<file path="config.mk">
export PLATFORM = sky130hd
export DESIGN_NAME = lbag_sqrt_stage
export DESIGN_NICKNAME = d
export VERILOG_FILES = /design/src/design/lbag_pkg.sv /design/src/design/lbag_sqrt_stage.sv
export SDC_FILE = /design/constraint.sdc
export NUM_CORES = 1
export LEC_CHECK = 0
export BUFFER_PORTS_ARGS = -buffer_cell sky130_fd_sc_hd__buf_2
export CAP_MARGIN = 20
export CORE_UTILIZATION = 39
export DETAILED_ROUTE_END_ITERATION = 10
export HOLD_SLACK_MARGIN = 0.06
export PLACE_DENSITY = 0.71
export SLEW_MARGIN = 10
export SYNTH_ARGS = -nofsm -noshare
export SYNTH_HDL_FRONTEND = slang
export SYNTH_SLANG_ARGS = --single-unit
</file>
<file path="constraint.sdc">
create_clock -name i_clk -period 2.7 [get_ports i_clk]
set_input_delay 0.27 -clock i_clk [delete_from_list [all_inputs] [get_ports i_clk]]
set_output_delay 0.27 -clock i_clk [all_outputs]
set_load 0.02 [all_outputs]
</file>
<file path="src/design/lbag_pkg.sv">
// package for the light bar axis geometry pipeline
// constants, cordic angle table and small helpers; no dependencies
package lbag_pkg;

    localparam int CORDIC_STEPS = 16;
    localparam int SQ_STEPS     = 18;
    localparam int HALF_TURN    = 46080;
    localparam int QUARTER_TURN = 23040;
    localparam logic signed [33:0] CORDIC_GAIN = 34'sd652032874;

    // side payload widths carried beside the two cordic lanes
    localparam int ROT_PAY_W = 65; // cx, cy, w, h, fold flag
    localparam int VEC_PAY_W = 73; // endpoints, flat flag

    // sine/cosine cordic lane: x, y in q1.30, z in 1/65536 degree
    typedef struct packed {
        logic signed [33:0] x;
        logic signed [33:0] y;
        logic signed [24:0] z;
    } t_rot;

    // vectoring cordic lane
    typedef struct packed {
        logic signed [37:0] x;
        logic signed [37:0] y;
        logic signed [25:0] z;
    } t_vec;

    function automatic logic signed [24:0] atan_tab(input logic [3:0] i);
        case (i)
            4'd0:  atan_tab = 25'sd2949120;
            4'd1:  atan_tab = 25'sd1740967;
            4'd2:  atan_tab = 25'sd919879;
            4'd3:  atan_tab = 25'sd466945;
            4'd4:  atan_tab = 25'sd234379;
            4'd5:  atan_tab = 25'sd117304;
            4'd6:  atan_tab = 25'sd58666;
            4'd7:  atan_tab = 25'sd29335;
            4'd8:  atan_tab = 25'sd14668;
            4'd9:  atan_tab = 25'sd7334;
            4'd10: atan_tab = 25'sd3667;
            4'd11: atan_tab = 25'sd1833;
            4'd12: atan_tab = 25'sd917;
            4'd13: atan_tab = 25'sd458;
            4'd14: atan_tab = 25'sd229;
            4'd15: atan_tab = 25'sd115;
            default: atan_tab = 25'sd0;
        endcase
    endfunction

endpackage

</file>
<file path="src/design/lbag_sqrt_stage.sv">
// one registered restoring square root step, two radicand bits per stage
// uses lbag_pkg
module lbag_sqrt_stage import lbag_pkg::*; (
    input  logic          i_clk,
    input  logic          i_rst_n,
    input  logic          i_en,
    input  logic          i_valid,
    input  logic [35:0]   i_rad,
    input  logic [35:0]   i_rem,
    input  logic [17:0]   i_root,
    output logic          o_valid,
    output logic [35:0]   o_rad,
    output logic [35:0]   o_rem,
    output logic [17:0]   o_root
);
    logic [37:0] n_trial;
    logic [37:0] n_rem_sh;
    logic [35:0] n_rem;
    logic [17:0] n_root;
    logic [35:0] r_rad, r_rem;
    logic [17:0] r_root;
    logic r_valid;

    // radicand bits are consumed msb-first, two per step
    always_comb begin
        n_rem_sh = {i_rem, i_rad[35:34]};
        n_trial  = {18'd0, i_root, 2'b01};
        if (n_rem_sh >= n_trial) begin
            n_rem  = 36'(n_rem_sh - n_trial);
            n_root = {i_root[16:0], 1'b1};
        end else begin
            n_rem  = n_rem_sh[35:0];
            n_root = {i_root[16:0], 1'b0};
        end
    end

    always_ff @(posedge i_clk) begin
        if (!i_rst_n) begin
            r_valid <= 1'b0;
        end else if (i_en) begin
            r_valid <= i_valid;
        end
        if (i_en) begin
            r_rad  <= {i_rad[33:0], 2'b00};
            r_rem  <= n_rem;
            r_root <= n_root;
        end
    end

    assign o_valid = r_valid;
    assign o_rad   = r_rad;
    assign o_rem   = r_rem;
    assign o_root  = r_root;
endmodule

</file>
Word level (Yosys, flattened, before mapping)
Index checks and enable logic that the tools add are counted.
- output and inout bits: 91
- input port bits: 94
- logic and storage cells: 8
- flip-flop bits (word level): 89
- order comparisons: 1
- mux-type cells: 2
- add/sub/neg operators: 1
- operators by type and width (cell ; number):
    $ge 38x20->1 ; 1
    $mux 36 ; 1
    $sub 36x20->36 ; 1
    $mux 1 ; 1

Depth between registers and ports, before layout
- word-level depth: 2
- mapped depth: 12
- depth with buffers taken out: 10

Worst setup path before layout
Ideal clock, no wire load.
- kind: input port to flip-flop
- from: input port i_root[13]
- to: register r_rem[21] (netlist: o_rem[21]) (data pin)
- data arrival time: 2.281 ns
- path buffers: 2
- required time: 2.433 ns
- setup time: 0.267 ns
- stages on the path: 11
- setup slack: 0.151 ns
- path through: inv_1 ha_1 buf_4 a211oi_1 o21ai_0 a2111o_1 or3_4 nor2_4 buf_6 nor4_2 xor2_1
- cells in the longest elaborated chain, start to end: 2
- RTL lines (element ; RTL line ; source):
    from (decl) ; lbag_sqrt_stage.sv:10 ; input logic [17:0] i_root,
    $sub 36x20->36 or $ge 38x20->1 (tied branches) ; lbag_sqrt_stage.sv:29, lbag_sqrt_stage.sv:28 ;
    $mux 36 (*) ; lbag_sqrt_stage.sv:28 ; if (n_rem_sh >= n_trial) begin
    net n_rem[21] ; lbag_sqrt_stage.sv:18 ; logic [35:0] n_rem;
    to (signal assigned) ; lbag_sqrt_stage.sv:45 ; r_rem <= n_rem;
    to (decl) ; lbag_sqrt_stage.sv:20 ; logic [35:0] r_rad, r_rem;
The timed path passes the listed nets; every way through them passes the cells marked *.
A chain may end at the register's enable or synchronous reset.

Worst setup path after layout
- from: input port i_rem[13]
- to: register r_rem[9] (netlist: o_rem[9]) (data pin)
- cells in the longest elaborated chain, start to end: 2
- RTL lines (element ; RTL line ; source):
    from (decl) ; lbag_sqrt_stage.sv:9 ; input logic [35:0] i_rem,
    $ge 38x20->1 ; lbag_sqrt_stage.sv:28 ;
    $mux 36 ; lbag_sqrt_stage.sv:28 ;
    net n_rem[9] ; lbag_sqrt_stage.sv:18 ;
The timed path passes the listed nets, and every way through them passes these cells.

==> results.yml <==
placed_design:
  place_ws_ps: -113
  routabilityCongestion: 0.887
  io_buffers: 182
  dp_hpwl_um: 8750
global_routing:
  grt_max_degree: 39
  grt_usage: 0.187
  overflow: 0
  grt_pass1_wl_um: 16900
  grt_pass1_vias: 3530
  antenna_found_initial: 0
logic_synthesis:
  synth_area_leaders: "edfxtp_1, ha_1, xor2_1"
  yosys.area.top_type: "edfxtp_1"
  synth_commonest_cells: "edfxtp_1, nand2_1, inv_1"
  postSynth.asyncResetShare: 0
  ys.flop_type: "edfxtp_1"
  synth.ff_latch_count: 89
  synth_top_area_frac: 0.589
  yosysMostFrequentCell: "edfxtp_1"
  syn_inst: 369
  synthDistinctLibCells: 51
  synth_edf_count: 88
  synth_area_per_cell_um2: 12.2
  ys_seq_area_frac: 0.594
  netlist_area_um2: 4480
  yosys_warnings: 0
timing:
  setup_viol: 0
  slew_headroom: 0.669
  drv_slew: 0
  fmax_mhz: 398
  setup_ws_ps: 189
  fin_setup_tns_ps: 0
  hold_viol_final: 0
  period_needed_ps: 2510
  worst_slew_pin_slew_ps: 492
  rsz0062_at_grt: "no"
  fin_crit_sh: 0.930
  clock_skew_ps: 0
die:
  fp-row-count: 38
  die_area_um2: 11900
  die_w_um: 109
  ios: 185
  initial_core_util: 0.407
  core_area_um2: 11000
  die_y_um: 109
worst_setup_path:
  end_kind: "flip-flop"
  arrival_ps: 2590
  startpoint_type: "input pin"
  required_ps: 2780
  path_max_fanout: 15
  crit_type: "input pin to flip-flop"
route:
  firstDrtPassIters: 4
  ant_nets: 0
  avgViaCountPerCell: 5.02
  drt-initial-drc-count: 182
  drc_errors: 0
  routed_wl_um: 11200
  wl_per_cell_um: 15.6
  vias: 3613
pwr:
  p_per_area_nw_per_um2: 626
  swShare: 0.278
  pwr-share-comb: 0.211
  p_leak_nw: 2.65
  p_clk_frac: 0.330
  seqPwrFrac: 0.459
  irDropWorstVdd_uv: 444
  power.switching_w: 0.00104
  internal_power_w: 0.00271
min_path:
  hold_path.class: "input pin to flip-flop"
clock_network:
  clock_sinks: 89
  post-cts-setup-buffer-count: 0
  cts-resized-gates: 0
  cts_tree: "done"
  cts_hold_buf: 0
  cts.clk_slew.worst_paths_ps: 60
  root_buffer: "clkbuf_16"
  htreeDepth: 3
  max-clock-path-buffers: 2
  cts-buffers-inserted: 9
  clkLatencyLatePin_ps: 340
layout:
  fin_nets: 690
  area_growth_pct: 33.6
  post-route-util: 0.543
  drive_gt1_frac: 0.409
  antenna_cells: 0
status:
  status: "finished, final reports clean"
run:
  cap_viol_max_count: 0
==> worst paths after layout <==
kind	from	to	slack (ps)	cells past startpoint
worst max-delay path	i_rem[13]	o_rem[9]$_DFFE_PP_	190	9
worst min-delay path	i_rad[6]	o_rad[8]$_DFFE_PP_	110	1
worst max register to register	o_valid$_SDFFE_PN0P_	o_valid$_SDFFE_PN0P_	2120	2
worst min register to register	o_valid$_SDFFE_PN0P_	o_valid$_SDFFE_PN0P_	520	2
==> area by class of cell <==
type / count / area (µm²)
fillers: 994 / 5040
flip-flops and latches: 89 / 2660
multi-input cells: 240 / 1630
repair buffers: 208 / 1120
clock buffers: 9 / 225
well taps: 140 / 175
inverters: 28 / 105
clock inverters: 6 / 67.6
==> worst max-delay path: stages <==
cell	delay [ps]
buf_2	110
ha_1	360
a211oi_1	360
o21ai_0	160
a2111o_1	400
or3_4	380
nor2_4	200
buf_4	230
o21ai_0	110
==> power groups by stage <==
stage	Sequential, W	Clock (W)	Combinational, W
finish	0.00172	0.00124	0.000792
global route	0.00174	0.00134	0.000862
CTS	0.00172	0.00127	0.000796
detailed placement	0.00175	0	0.000793
global placement	0.00175	0	0.000776
floorplan	0.00192	0	0.000275
==> placed cells by master (no fill, tap or decap), types with 3 or more instances in the layout <==
cell,instances
a211oi_1,4
a21o_1,8
a21oi_1,19
a31oi_1,3
buf_2,181
buf_4,26
clkbuf_16,9
edfxtp_1,88
ha_1,20
inv_1,27
nand2_1,34
nand3_1,6
nand4_1,4
nor2_1,15
nor2b_1,3
nor3_1,7
nor4_1,11
o21a_1,5
o21ai_0,13
o21ai_1,18
o21bai_1,4
xnor2_1,16
xor2_1,18
==> metrics by stage <==
step	cells	cell area, µm²	power, W	hold WS (ps)
after floorplan	370	4490	0.00220	369
after global placement	705	5700	0.00252	447
after detailed placement	705	5700	0.00254	448
after CTS	720	5990	0.00379	89.6
after global routing	720	5990	0.00394	82.3
final	720	5990	0.00375	105
==> registers in the layout (all words and copies together), names as in the netlist <==
signal   count
o_rem       36
o_valid      1
o_rad       34
o_root      18
==> per-layer routing <==
metal  up-vias  global-route usage  routed length [µm]
li1       1775                   -                   -
met3         9              0.0335                 790
met2       148               0.323                5640
met4         0              0.0819                 125
met1      1681               0.228                4640
met5         -                   0                   0
==> cell families after synthesis <==
family,after synthesis,synth area share
buf+inv,41,0.0427
fa+ha+maj,20,0.0558
mux,1,0.00223
flops,89,0.594
compound gates,85,0.119
xor+xnor,34,0.0664
simple gates,98,0.119
other cells,1,0.000836
Note: power is estimated with default switching activity, not from simulation.
