--- src/design/lbag_pkg.sv ---
// package for the light bar axis geometry pipeline
// constants, cordic angle table and small helpers; no dependencies
package lbag_pkg;

    localparam int CORDIC_STEPS = 16;
    localparam int SQ_STEPS     = 18;
    localparam int HALF_TURN    = 46080;
    localparam int QUARTER_TURN = 23040;
    localparam logic signed [33:0] CORDIC_GAIN = 34'sd652032874;

    // side payload widths carried beside the two cordic lanes
    localparam int ROT_PAY_W = 65; // cx, cy, w, h, fold flag
    localparam int VEC_PAY_W = 73; // endpoints, flat flag

    // sine/cosine cordic lane: x, y in q1.30, z in 1/65536 degree
    typedef struct packed {
        logic signed [33:0] x;
        logic signed [33:0] y;
        logic signed [24:0] z;
    } t_rot;

    // vectoring cordic lane
    typedef struct packed {
        logic signed [37:0] x;
        logic signed [37:0] y;
        logic signed [25:0] z;
    } t_vec;

    function automatic logic signed [24:0] atan_tab(input logic [3:0] i);
        case (i)
            4'd0:  atan_tab = 25'sd2949120;
            4'd1:  atan_tab = 25'sd1740967;
            4'd2:  atan_tab = 25'sd919879;
            4'd3:  atan_tab = 25'sd466945;
            4'd4:  atan_tab = 25'sd234379;
            4'd5:  atan_tab = 25'sd117304;
            4'd6:  atan_tab = 25'sd58666;
            4'd7:  atan_tab = 25'sd29335;
            4'd8:  atan_tab = 25'sd14668;
            4'd9:  atan_tab = 25'sd7334;
            4'd10: atan_tab = 25'sd3667;
            4'd11: atan_tab = 25'sd1833;
            4'd12: atan_tab = 25'sd917;
            4'd13: atan_tab = 25'sd458;
            4'd14: atan_tab = 25'sd229;
            4'd15: atan_tab = 25'sd115;
            default: atan_tab = 25'sd0;
        endcase
    endfunction

endpackage

--- src/design/lbag_vec_stage.sv ---
// one registered vectoring cordic micro-rotation with its side payload
// uses lbag_pkg
module lbag_vec_stage import lbag_pkg::*; (
    input  logic                 i_clk,
    input  logic                 i_rst_n,
    input  logic                 i_en,
    input  logic [3:0]           i_step,
    input  logic                 i_valid,
    input  t_vec                 i_lane,
    input  logic [VEC_PAY_W-1:0] i_pay,
    output logic                 o_valid,
    output t_vec                 o_lane,
    output logic [VEC_PAY_W-1:0] o_pay
);
    t_vec n_lane;
    t_vec r_lane;
    logic [VEC_PAY_W-1:0] r_pay;
    logic r_valid;

    // i_step is tied to a constant, so the shifts reduce to wiring
    always_comb begin
        n_lane = i_lane;
        if (i_lane.y > 0) begin
            n_lane.x = i_lane.x + (i_lane.y >>> i_step);
            n_lane.y = i_lane.y - (i_lane.x >>> i_step);
            n_lane.z = i_lane.z + 26'(atan_tab(i_step));
        end else begin
            n_lane.x = i_lane.x - (i_lane.y >>> i_step);
            n_lane.y = i_lane.y + (i_lane.x >>> i_step);
            n_lane.z = i_lane.z - 26'(atan_tab(i_step));
        end
    end

    always_ff @(posedge i_clk) begin
        if (!i_rst_n) begin
            r_valid <= 1'b0;
        end else if (i_en) begin
            r_valid <= i_valid;
        end
        if (i_en) begin
            r_lane <= n_lane;
            r_pay  <= i_pay;
        end
    end

    assign o_valid = r_valid;
    assign o_lane  = r_lane;
    assign o_pay   = r_pay;
endmodule

--- config.mk ---
export PLATFORM = sky130hd
export DESIGN_NAME = lbag_vec_stage
export DESIGN_NICKNAME = d
export VERILOG_FILES = /design/src/design/lbag_pkg.sv /design/src/design/lbag_vec_stage.sv
export SDC_FILE = /design/constraint.sdc
export NUM_CORES = 1
export LEC_CHECK = 0
export BUFFER_PORTS_ARGS = -buffer_cell sky130_fd_sc_hd__buf_2
export CAP_MARGIN = 20
export CORE_MARGIN = 3
export CORE_UTILIZATION = 52
export DETAILED_ROUTE_END_ITERATION = 16
export PLACE_DENSITY = 0.82
export SETUP_SLACK_MARGIN = 0.4
export SLEW_MARGIN = 20
export SYNTH_ARGS = -nofsm -noshare
export SYNTH_HDL_FRONTEND = slang
export SYNTH_SLANG_ARGS = --single-unit
export TNS_END_PERCENT = 10
--- constraint.sdc ---
create_clock -name i_clk -period 26.3 [get_ports i_clk]
set_input_delay 5.26 -clock i_clk [delete_from_list [all_inputs] [get_ports i_clk]]
set_output_delay 5.26 -clock i_clk [all_outputs]
set_load 0.02 [all_outputs]
After elaboration in Yosys (flattened, before gate mapping)
Memories as Yosys holds them, arrays and structs flattened.
Index checks and enable logic that the tools add are counted.
{"block": "classes", "add_sub_neg": 6, "multipliers": 0, "n_reduce_logical": 0, "bitwise": 0, "eq_ne": 0, "magnitude_cmp": 1, "n_shift": 2, "div_mod_pow": 0, "muxes": 3}
{"cell": "102-bit two-way mux", "count": 1}
{"cell": "38-bit adder", "count": 2}
{"cell": "38-bit by 4-bit >>> shifter with 38-bit output", "count": 2}
{"cell": "38-bit subtractor", "count": 2}
{"cell": "25-bit two-way mux", "count": 2}
{"cell": "38-bit by 1-bit greater-than comparator with 1-bit output (second input constant)", "count": 1}
{"cell": "26-bit by 25-bit adder with 26-bit output", "count": 1}
{"cell": "26-bit by 25-bit subtractor with 26-bit output", "count": 1}
{"block": "totals", "reg_bits": 176, "mem_bits_ro": 704, "output_inout_bits": 176, "latchBits": 0, "ram_bits": 0, "memories": 2}
{"name": "(name not given)", "words": 16, "word_bits": 22, "read_ports": 1, "rd_clocked_by_memory_dff": 0, "wr": 0, "line": "lbag_pkg.sv:30", "text": "case (i)"}
{"name": "(name not given)", "words": 16, "word_bits": 22, "read_ports": 1, "rd_clocked_by_memory_dff": 0, "wr": 0, "line": "lbag_pkg.sv:30"}

Logic depth before layout (Yosys ltp)
Gate-level depths: netlist of run 1.
{"block": "depth", "ltp_word": 4, "ltp_mapped": 30, "mapped_depth_nobuf": 23}

Least setup slack after synthesis of run 1
No wires, ideal clock.
{"block": "synth_timing", "path_type": "input -> register", "from": "input i_step[2]", "to": "register r_lane (netlist bit o_lane[95]), data pin", "t_arrival_ns": 11.587, "t_required_ns": 26.042, "setup_time_ns": 0.258, "slack_ns": 14.455, "stages": 27, "cell_sequence": "clkbuf_1 -> buf_1 -> clkbuf_1 -> clkbuf_1 -> buf_2 -> buf_1 -> clkbuf_1 -> clkbuf_1 -> buf_1 -> nand3_1 -> o21ai_0 -> ha_1 -> inv_1 -> nor3_1 -> nor2_1 -> xnor2_1 -> ha_1 -> clkbuf_1 -> and4_1 -> a311oi_1 -> nand3_1 -> a221o_1 -> a211o_1 -> or3b_2 -> a21o_1 -> a21oi_1 -> xnor2_1"}
{"item": "start, declared", "line": "lbag_vec_stage.sv:7", "text": "input logic [3:0] i_step,"}
{"item": "end signal, assigned", "line": "lbag_vec_stage.sv:41", "text": "r_lane <= n_lane;"}
{"item": "end, declared", "line": "lbag_vec_stage.sv:16", "text": "t_vec r_lane;"}

==> metrics.md, run 1 <==
| Metric | Value |
|---|---|
| Clk sinks | `176` |
| Slowest stage cell, crit path | `buf_4` |
| Die Ht | `187 um` |
| Startpoint types | `input pin` |
| Area grow syn2layout | `15.5%` |
| Total Power | `1.21 mW` |
| Cell variety after synth | `83` |
| Status | `finished clean` |
| Fin Hold WS | `0.566 ns` |
| HPWL Detailed | `38700 um` |
| Synthesized flop and latch total | `176` |
| Core Rows | `65` |
| Slew @ Worst Pin | `1.09 ns` |
| RSZ-0062 raised after global routing | `no` |
| Minimum clock period | `11.85 ns` |
| Worst r2r src | `o_valid` |
| Layout fillers | `2735` |
| Hold Path Depth | `2` |
| Layout cell share with drive strength beyond 1 | `26.8%` |
| Reg2Reg Depth | `2` |
| Detailed Route Iter0 Violations | `1467` |
| HP Start | `o_valid` |
| DR pass1 iterations | `5` |
| Final period utilization | `45.1%` |
| Core Region | `0.0319 mm^2` |
| Worst Skew | `0 ns` |
| Syn_area_per_cell | `9.89 um^2` |
| Post-synth EDFFs | `175` |
| Die Area | `0.0348 mm^2` |
| Max incr delay on CP | `0.88 ns` |
| Crit Path Max Fanout | `71` |
| Max_slew headroom | `27.4%` |
| Setup TNS | `0 ns` |
| Initial antenna violation count | `5` |
| Routed Antenna Nets | `0` |
| Fin nets | `2314` |
| Commonest non-fill, non-tap cells in the layout | `354 x buf_2, 175 x edfxtp_1, 148 x nor2_1, 148 x a21oi_1, 140 x nand2_1` |
| Crit path required time | `26.51 ns` |
| Synth Net Count | `2009` |
| HP Class | `register to register` |
| Num ports | `359` |
| Final setup viols | `0` |
| Worst setup path start | `i_step[0]` |
| Final Wtd Congestion | `0.937` |
| First-pass GRT wire length | `78000 um` |
| Initial Util | `53.2%` |
| Nature of the critical path endpoint | `register` |
| FF+latch area | `0.00528 mm^2` |
| Clock root buffer | `clkbuf_16` |
| Postcts setup bufs | `0` |
| Clk buf depth | `2` |
| Hold violation count in the final report | `0` |
| Clk slew on worst S/H paths | `0.08 ns` |
| Mapped cell area | `0.0170 mm^2` |
| Post-Syn Instances | `1715` |
| Ys async rst share | `0%` |
| Largest net degree at the start of global routing | `90` |
| Worst-path cell chain | `buf_4, buf_4, mux4_1, mux4_2, nor3_1, nand4_1, nor3b_1, inv_1, o21ai_0, xnor2_1, ha_1, and4_1, a311oi_1, nand3_1, a221o_1, a211o_1, or3b_2, a21o_1, a21oi_1, xnor2_1` |
| Port-buffer cells | `358` |
| Die W | `187 um` |
| Final Max Tran Viols | `0` |
| Post-CTS Hold Fix Bufs | `0` |
| Worst VDD drop | `0.0498 mV` |
| WP data arrival | `12.06 ns` |
| Multi-input combinational cell area | `0.0111 mm^2` |
| Drt total wl | `50500 um` |
| Leak Pwr | `8.16 nW` |
| Commonest non-fill, non-tap cell in the layout | `buf_2` |
| Vias per cell | `6.18` |
| Number of max-cap violations | `0` |
| Register area share after synthesis | `31.1%` |
| Gr usage total | `27.8%` |
| Post-CTS resize count | `0` |
| Drt drc | `0` |
| Top_reg_cell synth | `edfxtp_1` |
| Worst skew pair latency | `0.45 ns` |
| Setup CP Type | `input pin to register` |
| Via count of the first global-routing pass | `14640` |
| CTS tree | `built` |
| Pwr dens | `61.9 mW/mm^2` |
| Total CTS buffers | `17` |
| Vias | `15279` |
| H-tree depth | `4` |
| DR WL/cell | `20.4 um` |
| Yosys warning count | `0` |
| Max Fclk | `84.4 MHz` |
| Total grt overflow | `0` |
-- cells in the mapped netlist (4+ instances only) --
library cell / count / area, um^2
a211oi_1: 16 / 120
o211ai_1: 6 / 45.0
o22ai_1: 6 / 37.5
mux4_1: 9 / 236
o31ai_1: 9 / 67.6
mux4_2: 83 / 1870
a221oi_1: 5 / 43.8
or2_2: 6 / 37.5
a211o_1: 7 / 61.3
edfxtp_1: 175 / 5260
xor2_1: 71 / 622
o21bai_1: 18 / 135
nand4_1: 11 / 68.8
clkbuf_1: 44 / 165
nand2_1: 140 / 526
xnor2_1: 105 / 920
o21ai_0: 99 / 495
mux2i_1: 49 / 490
buf_1: 15 / 56.3
inv_1: 52 / 195
and4_1: 4 / 35.0
buf_6: 4 / 45.0
a21oi_1: 148 / 741
buf_4: 7 / 52.6
a2111oi_0: 4 / 35.0
nor3_1: 41 / 205
nor2b_1: 19 / 119
and2_1: 7 / 43.8
o31a_1: 4 / 35.0
a31oi_1: 24 / 150
nand2b_1: 18 / 113
o21a_1: 17 / 128
mux2_2: 37 / 417
nand3_1: 36 / 180
a21boi_0: 5 / 37.5
and3_1: 17 / 106
nor4_1: 11 / 68.8
a21o_1: 40 / 300
buf_2: 12 / 60.1
nor2_1: 149 / 559
ha_1: 108 / 1350
or3_1: 8 / 50.1
-- critical path: cells and delay by family --
| kind | cells | cell delay, ns |
|---|---|---|
| and+or+nand+nor | 6 | 1.80 |
| AOI/OAI and AO/OA | 6 | 1.66 |
| buffers and inverters | 3 | 1.42 |
| muxes | 2 | 1.33 |
| adders and majority gates | 1 | 0.30 |
| xor gates and xnor gates | 2 | 0.24 |
-- where the power goes --
part           switching [mW]  internal, mW  total [mW]  leakage (nW)
combinational           0.340         0.224       0.565          6.15
clock                   0.124         0.127       0.251         0.288
sequential             0.0130         0.384       0.397          1.72
total                   0.477         0.736        1.21          8.16
-- stage by stage --
stage                     instances  utilization (%)  instance area (um^2)  worst slack, ns
after floorplan                1715                -                 17000            14.45
after global placement         2436             59.6                 19000            14.11
final                          2472             61.5                 19600            14.45
after global routing           2471             61.4                 19600            13.75
after detailed placement       2436             59.6                 19000            14.00
after CTS                      2468             61.4                 19600            14.48
-- layout make-up --
class,instances,area share [%]
Multi-Input combinational cell,1401,56.5
Sequential cell,176,26.9
Timing Repair Buffer,370,9.68
Tap cell,435,2.78
Clock buffer,17,2.17
Inverter,54,1.03
Clock inverter,15,0.837
Antenna cell,4,0.0511
-- layer usage --
metal	part of all wire, %	GRT usage (%)	vias up
met5	0.032	0	-
met1	38	32.7	7267
met2	51	49.6	765
met3	8.2	5.99	117
met4	3.3	10.9	2
li1	-	-	7128
-- flip-flops by register name, indices dropped and copies added (netlist names) --
register,cells
o_lane,102
o_pay,73
o_valid,1
-- final timing paths --
kind | endpoint | slack (ns)
hold reg to reg | o_valid | 0.57
hold / removal | o_valid | 0.57
setup / recovery | o_lane[95] | 14.45
setup reg to reg | o_valid | 25.65
-- cells by family (layout without fill, tap and decap cells) --
logic type | count (synthesis) | in the layout | share of synthesized area [%]
and+or+nand+nor | 483 | 483 | 13.2
AOI/OAI and AO/OA | 451 | 451 | 16.7
muxes | 180 | 180 | 17.9
xor gates and xnor gates | 176 | 176 | 9.08
DFF | 176 | 176 | 31.1
buffers and inverters | 138 | 456 | 3.66
adders and majority gates | 111 | 111 | 8.32
other | 0 | 4 | 0
Power figures use the tool's default switching activity.
==> run 2, diff against run 1 <==
- clock period: 26.3 -> 12 ns (I/O delays scaled with it)
==> run 2 against run 1 <==
Effect of this change: global-route usage rose by 0.28 points; clock skew did not move; die area did not move; worst setup slack got worse by 12 ns; sequential share of layout area barely moved; sequential cell count did not move; register-to-register slack got worse by 14 ns; critical path depth rose by 1; clock power rose by 130%; sequential power rose by 120%; critical path type unchanged; largest cell class unchanged.
==> metrics.md, run 2 (synthesis gave the netlist of run 1 again) <==
| Metric | Value |
|---|---|
| CTS tree | `built` |
| Max_slew headroom | `38.5%` |
| Total CTS buffers | `17` |
| Postcts setup bufs | `0` |
| Initial Util | `53.2%` |
| Drt drc | `0` |
| First-pass GRT wire length | `79400 um` |
| Core Rows | `65` |
| Vias | `15326` |
| Final period utilization | `75.6%` |
| Setup CP Type | `input pin to register` |
| Number of max-cap violations | `0` |
| Crit Path Max Fanout | `57` |
| Commonest non-fill, non-tap cell in the layout | `buf_2` |
| HP Class | `register to register` |
| Routed Antenna Nets | `0` |
| Crit path required time | `12.20 ns` |
| Layout cell share with drive strength beyond 1 | `26.8%` |
| Minimum clock period | `9.08 ns` |
| Pwr dens | `137 mW/mm^2` |
| Cell internal pwr | `1.62 mW` |
| Vias per cell | `6.19` |
| Final Max Tran Viols | `0` |
| Num ports | `359` |
| H-tree depth | `4` |
| Max Fclk | `110 MHz` |
| Number of flip-flops in the largest register | `102` |
| Core Region | `0.0319 mm^2` |
| Port-buffer cells | `358` |
| Slew @ Worst Pin | `0.922 ns` |
| Clock root buffer | `clkbuf_16` |
| Hold violation count in the final report | `0` |
| Worst skew pair latency | `0.44 ns` |
| HP Start | `o_valid` |
| Post-CTS resize count | `0` |
| Initial antenna violation count | `7` |
| HPWL Detailed | `38800 um` |
| Startpoint types | `input pin` |
| Sequential Power Share | `32.4%` |
| Area grow syn2layout | `15.6%` |
| Status | `finished clean` |
| Total Power | `2.68 mW` |
| Commonest non-fill, non-tap cells in the layout | `354 x buf_2, 175 x edfxtp_1, 148 x nor2_1, 148 x a21oi_1, 140 x nand2_1` |
| Post-CTS Hold Fix Bufs | `0` |
| Detailed Route Iter0 Violations | `1221` |
| Final setup viols | `0` |
| Switching share of power | `39.7%` |
| Nature of the critical path endpoint | `register` |
| Clock group share of total power | `21.4%` |
| Die Ht | `187 um` |
| Combinational Power Share | `46.2%` |
| DR WL/cell | `20.7 um` |
| DR pass1 iterations | `7` |
| Setup TNS | `0 ns` |
| Worst Skew | `0 ns` |
| Final core occ | `61.6%` |
| Switch Pwr | `1.06 mW` |
| Drt total wl | `51200 um` |
| Total grt overflow | `0` |
| Clk buf depth | `2` |
| Worst r2r src | `o_valid` |
| Gr usage total | `28.1%` |
| Clk sinks | `176` |
| Clk slew on worst S/H paths | `0.08 ns` |
| Layout fillers | `2706` |
| Via count of the first global-routing pass | `15077` |
| Worst VDD drop | `0.108 mV` |
| Die W | `187 um` |
| Final Wtd Congestion | `0.946` |
| Fin nets | `2315` |
| Largest net degree at the start of global routing | `80` |
| RSZ-0062 raised after global routing | `no` |
| WP data arrival | `9.27 ns` |
| Worst setup path start | `i_step[0]` |
| Die Area | `0.0348 mm^2` |
| Leak Pwr | `8.18 nW` |
[run 2: per-layer routing]
| metal | GRT usage (%) | vias to the layer above | wire [um] |
|---|---|---|---|
| li1 | - | 7119 | - |
| met1 | 34.0 | 7331 | 19700 |
| met2 | 49.0 | 748 | 25300 |
| met3 | 5.43 | 126 | 4150 |
| met4 | 12.0 | 2 | 1990 |
| met5 | 0 | - | 13 |
[run 2: per-stage QoR]
| stage | hold WS [ns] | instance area [um^2] | cells | worst slack, ns |
|---|---|---|---|---|
| CTS | 0.549 | 19600 | 2469 | 2.99 |
| global route | 0.571 | 19600 | 2474 | 2.41 |
| floorplan | 0.589 | 17000 | 1715 | 3.01 |
| detailed placement | 0.531 | 19000 | 2437 | 2.52 |
| finish | 0.548 | 19600 | 2474 | 2.92 |
| global placement | 0.499 | 19000 | 2437 | 2.65 |
[run 2: worst paths after layout]
path         slack (ns)  cells after the start          to
max                2.92                     21  o_lane[95]
min                0.55                      2     o_valid
max reg2reg       11.39                      2     o_valid
min reg2reg        0.55                      2     o_valid
[run 2: power by group through the flow]
stage	combinational (mW)	clock, mW	sequential [mW]
2_1_floorplan	0.722	0	1.04
3_3_place_gp	1.20	0	0.881
3_5_place_dp	1.23	0	0.882
4_1_cts	1.23	0.586	0.869
5_1_grt	1.35	0.612	0.880
6_report	1.24	0.574	0.868
[run 2: layout make-up]
type | count | area, um^2 | area share [%]
diodes | 5 | 12.5 | 0.0638
clock buffers | 17 | 425 | 2.17
clock inverters | 15 | 185 | 0.944
inverters | 54 | 203 | 1.03
multi-input cells | 1401 | 11100 | 56.4
flip-flops and latches | 176 | 5280 | 26.9
well taps | 435 | 544 | 2.77
repair buffers | 371 | 1900 | 9.70
[run 2: worst max-delay path, cell delays in order]
cell and delay, ns:
buf_4 0.66, buf_4 0.74, mux4_1 0.75, mux4_2 0.55, nor2_1 0.19, o211ai_1 0.17, nor3b_1 0.61, inv_1 0.08
o21ai_0 0.23, xnor2_1 0.15, ha_1 0.30, nand3_1 0.10, nor2_1 0.06, a2111oi_0 0.43, nand3_1 0.18, a221o_1 0.37
a211o_1 0.37, or3b_2 0.49, a21o_1 0.17, a21oi_1 0.16, xnor2_1 0.08
