## src/design/lbag_pkg.sv

```systemverilog
// package for the light bar axis geometry pipeline
// constants, cordic angle table and small helpers; no dependencies
package lbag_pkg;

    localparam int CORDIC_STEPS = 16;
    localparam int SQ_STEPS     = 18;
    localparam int HALF_TURN    = 46080;
    localparam int QUARTER_TURN = 23040;
    localparam logic signed [33:0] CORDIC_GAIN = 34'sd652032874;

    // side payload widths carried beside the two cordic lanes
    localparam int ROT_PAY_W = 65; // cx, cy, w, h, fold flag
    localparam int VEC_PAY_W = 73; // endpoints, flat flag

    // sine/cosine cordic lane: x, y in q1.30, z in 1/65536 degree
    typedef struct packed {
        logic signed [33:0] x;
        logic signed [33:0] y;
        logic signed [24:0] z;
    } t_rot;

    // vectoring cordic lane
    typedef struct packed {
        logic signed [37:0] x;
        logic signed [37:0] y;
        logic signed [25:0] z;
    } t_vec;

    function automatic logic signed [24:0] atan_tab(input logic [3:0] i);
        case (i)
            4'd0:  atan_tab = 25'sd2949120;
            4'd1:  atan_tab = 25'sd1740967;
            4'd2:  atan_tab = 25'sd919879;
            4'd3:  atan_tab = 25'sd466945;
            4'd4:  atan_tab = 25'sd234379;
            4'd5:  atan_tab = 25'sd117304;
            4'd6:  atan_tab = 25'sd58666;
            4'd7:  atan_tab = 25'sd29335;
            4'd8:  atan_tab = 25'sd14668;
            4'd9:  atan_tab = 25'sd7334;
            4'd10: atan_tab = 25'sd3667;
            4'd11: atan_tab = 25'sd1833;
            4'd12: atan_tab = 25'sd917;
            4'd13: atan_tab = 25'sd458;
            4'd14: atan_tab = 25'sd229;
            4'd15: atan_tab = 25'sd115;
            default: atan_tab = 25'sd0;
        endcase
    endfunction

endpackage

```

## src/design/lbag_rot_stage.sv

```systemverilog
// one registered sine/cosine cordic micro-rotation with its side payload
// uses lbag_pkg
module lbag_rot_stage import lbag_pkg::*; (
    input  logic                 i_clk,
    input  logic                 i_rst_n,
    input  logic                 i_en,
    input  logic [3:0]           i_step,
    input  logic                 i_valid,
    input  t_rot                 i_lane,
    input  logic [ROT_PAY_W-1:0] i_pay,
    output logic                 o_valid,
    output t_rot                 o_lane,
    output logic [ROT_PAY_W-1:0] o_pay
);
    t_rot n_lane;
    t_rot r_lane;
    logic [ROT_PAY_W-1:0] r_pay;
    logic r_valid;

    // i_step is tied to a constant, so the shifts reduce to wiring
    always_comb begin
        n_lane = i_lane;
        if (!i_lane.z[24]) begin
            n_lane.x = i_lane.x - (i_lane.y >>> i_step);
            n_lane.y = i_lane.y + (i_lane.x >>> i_step);
            n_lane.z = i_lane.z - atan_tab(i_step);
        end else begin
            n_lane.x = i_lane.x + (i_lane.y >>> i_step);
            n_lane.y = i_lane.y - (i_lane.x >>> i_step);
            n_lane.z = i_lane.z + atan_tab(i_step);
        end
    end

    always_ff @(posedge i_clk) begin
        if (!i_rst_n) begin
            r_valid <= 1'b0;
        end else if (i_en) begin
            r_valid <= i_valid;
        end
        if (i_en) begin
            r_lane <= n_lane;
            r_pay  <= i_pay;
        end
    end

    assign o_valid = r_valid;
    assign o_lane  = r_lane;
    assign o_pay   = r_pay;
endmodule

```

## config.mk

```make
export PLATFORM = sky130hd
export DESIGN_NAME = lbag_rot_stage
export DESIGN_NICKNAME = d
export VERILOG_FILES = /design/src/design/lbag_pkg.sv /design/src/design/lbag_rot_stage.sv
export SDC_FILE = /design/constraint.sdc
export NUM_CORES = 1
export LEC_CHECK = 0
export BUFFER_PORTS_ARGS = -buffer_cell sky130_fd_sc_hd__buf_2
export CAP_MARGIN = 40
export CORE_MARGIN = 2
export CORE_UTILIZATION = 45
export CTS_CLUSTER_SIZE = 24
export DETAILED_ROUTE_END_ITERATION = 6
export PLACE_DENSITY = 0.76
export SYNTH_ARGS = -nofsm -noshare
export SYNTH_HDL_FRONTEND = slang
export SYNTH_SLANG_ARGS = --single-unit
export TNS_END_PERCENT = 50
```

## constraint.sdc

```tcl
create_clock -name i_clk -period 10.55 [get_ports i_clk]
set_input_delay 1.5825 -clock i_clk [delete_from_list [all_inputs] [get_ports i_clk]]
set_output_delay 1.5825 -clock i_clk [all_outputs]
set_load 0.005 [all_outputs]
```

==> Word level (Yosys, flattened, before mapping) <==
Memories as Yosys holds them, arrays and structs flattened.
Index checks and enable logic that the tools add are counted.
W data, S select, Z words.
{ "classes": {"add_sub_neg": 6, "n_shift": 2, "mux": 3} }
{ "op_table": {"columns": ["cell", "n"], "rows": [
  ["$mux W93", 1],
  ["$add A34 B34 Y34", 2],
  ["$sshr A34 B4 Y34", 2],
  ["$sub A34 B34 Y34", 2],
  ["$mux W25", 2],
  ["$add A25 B25 Y25", 1],
  ["$sub A25 B25 Y25", 1]
]} }
{ "totals": {"register_bits": 159, "mem_bits_ro": 704, "input_bits": 166, "output_inout_bits": 159, "memories": 2} }
{ "memory_table": {"columns": ["name", "words", "width", "read_ports", "rd_ports_with_merged_regs", "wr", "line_no", "rtl"], "rows": [
  ["(no name shown)", 16, 22, 1, 0, 0, "lbag_pkg.sv:30", "case (i)"],
  ["(no name shown)", 16, 22, 1, 0, 0, "lbag_pkg.sv:30", null]
]} }

==> Logic depth before layout (Yosys ltp) <==
Gate-level depths: netlist (run 1).
An unclocked memory read counts as a cell.
{ "depth": {"depth_word": 4, "mapped_depth": 29, "ltp_nobuf": 23} }

==> Least setup slack after synthesis (run 1) <==
Ideal clock, no wire load.
{ "synth_timing": {"kind": "input-to-reg", "start": "input port i_step[2]", "end": "register r_lane (netlist bit o_lane[92]), data pin", "setup_time_ns": 0.260, "t_arrival_ns": 6.845, "slack_ns": 3.445, "path_stages": 27, "path_buffers": 9, "cell_sequence": "clkbuf_1 -> clkbuf_1 -> buf_2 -> buf_2 -> buf_1 -> clkbuf_1 -> clkbuf_1 -> clkbuf_1 -> a21oi_1 -> a21oi_1 -> ha_1 -> and2_1 -> and3_1 -> and2_1 -> nor2b_1 -> a21oi_1 -> xor2_1 -> ha_1 -> clkbuf_1 -> o211ai_1 -> o21ai_0 -> nand3_1 -> o211ai_1 -> o41ai_1 -> o21ai_0 -> a31oi_1 -> xnor2_1"} }
{ "synth_rtl": {"columns": ["element", "line_no", "rtl"], "rows": [
  ["start: declaration", "lbag_rot_stage.sv:7", "input logic [3:0] i_step,"],
  ["end signal: assignment", "lbag_rot_stage.sv:41", "r_lane <= n_lane;"],
  ["end: declaration", "lbag_rot_stage.sv:16", "t_rot r_lane;"]
]} }

==> impl_metrics.json, run 1 <==
{
  "start_util": 0.4573,
  "max_cap_viol_count": 0,
  "synthCells": 1489,
  "hold_buffers": 0,
  "topRoutingLayerUsed": "met5",
  "hp-class": "register to register",
  "min_period_ns": 7.323,
  "syn-cell-area_mm2": 0.01492,
  "cts_buffers": 17,
  "hold_viol": 0,
  "critPathRequiredTime_ns": 10.75,
  "min_from": "o_valid$_SDFFE_PN0P_",
  "tightestPinTransition_ns": 0.9186,
  "ios": 325,
  "clkTransAtPathRegs_ns": 0.08,
  "routed-via-count": 13260,
  "power_mw": 2.691,
  "syn_to_final_growth_pct": 17.31,
  "cp_max_fo": 35,
  "design.core.area_mm2": 0.03262,
  "routedWlPerCell_um": 20.24,
  "min_delay_worst_endpoint": "o_valid$_SDFFE_PN0P_",
  "die_y_um": 186.1,
  "clk-insertion-delay-late_ns": 0.44,
  "avgViaCountPerCell": 5.938,
  "post_cts_buffers": 0,
  "drc_errors": 0,
  "die_area_mm2": 0.03462,
  "yosys.cell_types.count": 83,
  "final_max_slew_viol_count": 0,
  "yosys_warnings": 0,
  "synth-seq-area-share": 0.3194,
  "critPathLaunchType": "primary input",
  "syn_avg_cell_area_um2": 10.02,
  "synthArstFlopShare": 0,
  "synth_top_area_share": 0.3181,
  "synthFlopType": "edfxtp_1",
  "reg2regPathDepth": 2,
  "r2r-end": "o_valid$_SDFFE_PN0P_",
  "wl_met1_um": 18830,
  "post_cts_resized": 0,
  "final.period_utilization": 0.6942,
  "dp_hpwl_um": 34550,
  "rsz0062_at_grt": "no",
  "drt_iter0_drc": 1493,
  "ys_ff_latch": 159,
  "grt_pass1_wl_um": 68450,
  "drive_gt1_frac": 0.2722,
  "floorplan.die.width_um": 186.1,
  "p_per_area_mw_per_mm2": 153.8,
  "placementRows": 66,
  "skew_ns": 0,
  "grt_max_degree": 97,
  "cts_tree": "built",
  "syn_nets": 1755,
  "worstPathArrival_ns": 7.52,
  "clock_path_buffers": 2,
  "relSlewSlack": 0.3876,
  "critical_path_class": "primary input to register",
  "fin_nets": 2042,
  "gp_congestion": 0.9999,
  "ir_drop_mv": 0.1204,
  "r2r_setup_slack_ns": 9.95,
  "status": "complete, no violations",
  "grt-ovfl-total": 0,
  "synth_edf_count": 158,
  "tns_ns": 0,
  "multi_input_area_mm2": 0.009674,
  "ant_nets": 0,
  "grt_usage": 0.2559,
  "grt_pass1_vias": 12580,
  "ys_top_cells_by_area": "edfxtp_1, mux4_2, ha_1",
  "leakage_nw": 7.325,
  "ff_latch_area_mm2": 0.004765,
  "fmax_mhz": 136.5,
  "cts.sinks": 159,
  "clockRootBuffer": "clkbuf_16",
  "setup_violations": 0,
  "cp-end-kind": "register",
  "wl_met2_um": 20460,
  "synth_top_area_cell": "edfxtp_1",
  "drtPass1Iterations": 5,
  "wl_met3_um": 4870,
  "antenna_found_initial": 3,
  "whs_path_depth": 2,
  "drt_wl_total_um": 45190,
  "ctsHtreeMaxLevel": 4,
  "reg2reg_from": "o_valid$_SDFFE_PN0P_",
  "fillers": 2914,
  "io_buffers": 324
}
final cells by class:
class	instances	share of cell area
sequential	159	0.2723
clock inverter	15	0.01044
inverter	43	0.009224
antenna	2	0.0002860
clock buffer	17	0.02431
timing repair buffer	336	0.09903
multi-input combinational	1219	0.5528
tap	442	0.03160
placed cells by master, fill, tap and decap left out, drive strengths merged, types with 40 or more instances in the layout:
cell and instances:
mux2i 40, nor2 120, a21oi 148, inv 51
a21o 40, xnor2 100, nand2 138, ha 97
mux4 86, o21ai 68, buf 336, edfxtp 158
xor2 60
worst max path at each step:
stage | endpoint | from | slack (ns) | cells past startpoint
floorplan | o_lane[92]$_DFFE_PP_ | i_step[2] | 3.45 | 27
global placement | o_lane[58]$_DFFE_PP_ | i_step[0] | 2.89 | 22
detailed placement | o_lane[58]$_DFFE_PP_ | i_step[0] | 2.77 | 22
CTS | o_lane[58]$_DFFE_PP_ | i_step[0] | 3.24 | 22
global route | o_lane[58]$_DFFE_PP_ | i_step[0] | 2.61 | 22
finish | o_lane[58]$_DFFE_PP_ | i_step[0] | 3.23 | 22
flip-flops by register name, summed over array words and instances (netlist names):
name	count
o_pay	65
o_valid	1
o_lane	93
cell usage after synthesis, drive strengths merged, types with 4 or more instances:
cell type,count
o21ai,68
o22ai,5
a21o,40
xnor2,100
inv,42
a211oi,12
o31ai,6
mux2i,40
and2,18
xor2,60
o211ai,6
o21a,12
nor2,120
nor4,6
a21oi,148
nand2b,20
clkbuf,34
or3,7
edfxtp,158
mux4,86
or2,5
nand3,28
buf,34
a22o,4
nand2,138
nand4,12
a31oi,28
a21boi,7
nor3b,6
o21bai,12
ha,97
nor3,27
nor2b,17
mux2,20
and3,9
routing by layer:
metal  vias up  global-route usage
li1       6220                   -
met1      6249              0.3464
met2       700              0.3987
met3        87             0.06711
met4         4             0.08063
met5         -             0.01481
power breakdown:
part | internal [mW] | total, mW | switching (mW)
registers | 0.868 | 0.896 | 0.0275
clock network | 0.324 | 0.642 | 0.317
logic | 0.502 | 1.15 | 0.652
through the flow:
step | setup WS [ns] | instances | hold WS (ns) | instance area (um^2) | utilization
6_report | 3.227 | 2233 | 0.5249 | 17500 | 0.5365
3_3_place_gp | 2.888 | 2198 | 0.4976 | 16870 | 0.5171
3_5_place_dp | 2.769 | 2199 | 0.5171 | 16890 | 0.5177
2_1_floorplan | 3.445 | 1489 | 0.5073 | 14920 | -
4_1_cts | 3.244 | 2231 | 0.5379 | 17490 | 0.5363
5_1_grt | 2.613 | 2233 | 0.5665 | 17500 | 0.5365
cell families after synthesis:
logic type / share of synthesized area
AND/OR/NAND/NOR: 0.1361
AO/OA/AOI/OAI: 0.1614
XOR/XNOR: 0.09394
flip-flops: 0.3194
multiplexers: 0.1718
buffers and inverters: 0.03204
adder cells (fa/ha/maj): 0.08539
worst max-delay path: stages:
cell,delay [ns]
buf_4,0.46
buf_4,0.62
mux4_2,0.61
mux2i_1,0.32
a21oi_1,0.16
inv_1,0.09
ha_1,0.16
a21boi_1,0.37
and3b_1,0.25
nor2b_1,0.34
a31oi_1,0.15
xnor2_1,0.26
ha_1,0.36
a21oi_1,0.18
o21bai_1,0.08
a21oi_1,0.25
nand2_1,0.10
o2111ai_1,0.36
nand2_1,0.20
a21bo_2,0.25
a31oi_1,0.20
xnor2_1,0.08
Note: power is estimated with default switching activity, not from simulation.
==> run 2, diff against run 1 <==
--- a/config.mk
+++ b/config.mk
@@ -11,7 +11,7 @@
 export CORE_UTILIZATION = 45
 export CTS_CLUSTER_SIZE = 24
 export DETAILED_ROUTE_END_ITERATION = 6
-export PLACE_DENSITY = 0.76
+export PLACE_DENSITY = 0.79
 export SYNTH_ARGS = -nofsm -noshare
 export SYNTH_HDL_FRONTEND = slang
 export SYNTH_SLANG_ARGS = --single-unit
==> constraint.sdc (replaced) <==
create_clock -name i_clk -period 6.2 [get_ports i_clk]
set_input_delay 0.93 -clock i_clk [delete_from_list [all_inputs] [get_ports i_clk]]
set_output_delay 0.93 -clock i_clk [all_outputs]
set_load 0.005 [all_outputs]
==> run 2 against run 1 <==
- combinational power up 77%
- critical path type unchanged
- die area unchanged
- worst setup slack worse by 2.9 ns
- largest power group unchanged
- flip-flop and latch count unchanged
- first-iteration DRC count up 0.40%
- cell area up 2.8%
- total power up 74%
- global-route usage up 0.55 points
- clock skew unchanged
==> impl_metrics.json, run 2 (synthesis gave the netlist of run 1 again) <==
{
  "final_util": 0.5517,
  "skew_ns": 0,
  "routed-via-count": 13560,
  "relSlewSlack": 0.4982,
  "grt_usage": 0.2614,
  "grt_pass1_wl_um": 69490,
  "critical_path_class": "primary input to register",
  "die_y_um": 186.1,
  "fin_nets": 2096,
  "cpPeakStageDelay_ns": 0.51,
  "whs_path_depth": 2,
  "gp_congestion": 1.009,
  "grt_pass1_vias": 12650,
  "setup_violations": 0,
  "grt-ovfl-total": 0,
  "final_max_slew_viol_count": 0,
  "final_common_cell": "buf_2",
  "r2r-end": "o_valid$_SDFFE_PN0P_",
  "critPathRequiredTime_ns": 6.40,
  "grt_max_degree": 100,
  "io_buffers": 324,
  "cp_common_cell": "buf_4",
  "clockRootBuffer": "clkbuf_16",
  "clk-insertion-delay-late_ns": 0.44,
  "die_area_mm2": 0.03462,
  "final_cells": 2289,
  "avgViaCountPerCell": 5.924,
  "p_per_area_mw_per_mm2": 259.9,
  "placementRows": 66,
  "slowest_stage": "mux4_2",
  "cts.sinks": 159,
  "cp_max_fo": 13,
  "layout_common_cells": "buf_2, edfxtp_1, a21oi_1",
  "ir_drop_mv": 0.2057,
  "status": "complete, no violations",
  "fmax_mhz": 171.0,
  "cts_buffers": 17,
  "min_period_ns": 5.847,
  "hp-class": "register to register",
  "min_delay_worst_endpoint": "o_valid$_SDFFE_PN0P_",
  "crit_chain": "buf_4, buf_4, buf_4, mux4_2, mux4_2, a21oi_1, and2_1, nor2b_1, and2_1, nor2b_1, a21oi_1, xor2_1, ha_1, o211ai_1, o21ai_0, nand3_1, o211ai_1, o41ai_1, o21ai_0, a31oi_1, xnor2_1",
  "tightestPinTransition_ns": 0.7526,
  "worstPathArrival_ns": 6.04,
  "tns_ns": 0,
  "hold_viol": 0,
  "clkTransAtPathRegs_ns": 0.08,
  "largest_reg_flops": 93,
  "cp-end-kind": "register",
  "hold_buffers": 0,
  "rsz0062_at_grt": "no",
  "drt_iter0_drc": 1499,
  "design.core.area_mm2": 0.03262,
  "drt_wl_total_um": 46580,
  "ctsHtreeMaxLevel": 4,
  "routedWlPerCell_um": 20.35,
  "drc_errors": 0,
  "place_area_mm2": 0.01735,
  "drive_gt1_frac": 0.2935,
  "max_cap_viol_count": 0,
  "ant_nets": 0,
  "leakage_nw": 7.623,
  "min_from": "o_valid$_SDFFE_PN0P_",
  "cts_tree": "built",
  "post_cts_buffers": 0,
  "r2r_setup_slack_ns": 5.61,
  "dp_hpwl_um": 36320,
  "clock_path_buffers": 2,
  "reg2regPathDepth": 2,
  "start_util": 0.4573,
  "ios": 325,
  "syn_to_final_growth_pct": 20.64,
  "final.period_utilization": 0.9430,
  "critPathLaunchType": "primary input",
  "reg2reg_from": "o_valid$_SDFFE_PN0P_",
  "antenna_found_initial": 3,
  "floorplan.die.width_um": 186.1,
  "post_cts_resized": 0,
  "drtPass1Iterations": 6,
  "dp.cells": 2252,
  "final_cell_area_mm2": 0.01800
}
[run 2: cell count changes in the layout (fill, tap and decap cells not counted)]
cell,previous run,this run
clkinvlp_4,1,0
inv_6,1,2
buf_4,12,60
diode_2,2,4
clkinv_8,3,4
inv_8,6,4
clkinv_4,2,3
buf_16,0,1
buf_12,1,6
[run 2: area by class of cell]
type | count | area, um^2
antenna | 4 | 10.01
clock buffer | 17 | 425.4
clock inverter | 15 | 186.4
fill | 2889 | 14620
inverter | 43 | 161.4
multi-input combinational | 1219 | 9674
sequential | 159 | 4765
tap | 442 | 553.0
timing repair buffer | 390 | 2221
[run 2: report_power, final]
group	switching, mW	internal, mW
Combinational	1.13	0.908
Sequential	0.0512	1.48
Clock	0.560	0.553
[run 2: per-layer routing]
layer	global-route usage	part of all wire	vias to the layer above
met2	0.4058	0.45	744
met3	0.05968	0.10	88
met4	0.09669	0.032	0
met1	0.3561	0.41	6404
li1	-	-	6324
met5	0	0	-
[run 2: how the worst max path moves through the flow]
stage | start | end | slack (ns) | cells after the start
2_1_floorplan | i_step[2] | o_lane[92]$_DFFE_PP_ | -0.004 | 27
3_3_place_gp | i_step[0] | o_lane[92]$_DFFE_PP_ | 0.19 | 21
3_5_place_dp | i_step[0] | o_lane[92]$_DFFE_PP_ | 0.008 | 21
4_1_cts | i_step[0] | o_lane[92]$_DFFE_PP_ | 0.46 | 21
5_1_grt | i_step[0] | o_lane[92]$_DFFE_PP_ | 0.02 | 22
6_report | i_step[0] | o_lane[92]$_DFFE_PP_ | 0.35 | 21
[run 2: metrics by stage]
stage / worst slack [ns] / hold slack, ns / power (mW)
2_1_floorplan: -0.003973 / 0.5073 / 2.843
3_3_place_gp: 0.1885 / 0.4974 / 3.511
3_5_place_dp: 0.008129 / 0.5158 / 3.550
4_1_cts: 0.4642 / 0.5362 / 4.679
5_1_grt: 0.01513 / 0.5661 / 4.945
6_report: 0.3532 / 0.5241 / 4.678
[run 2: worst max-delay path, delay by kind of cell]
family	cells	cell delay [ns]
simple gates	5	1.14
mux	2	1.01
xor+xnor	2	0.27
compound gates	8	1.62
fa+ha+maj	1	0.41
buf+inv	3	0.63
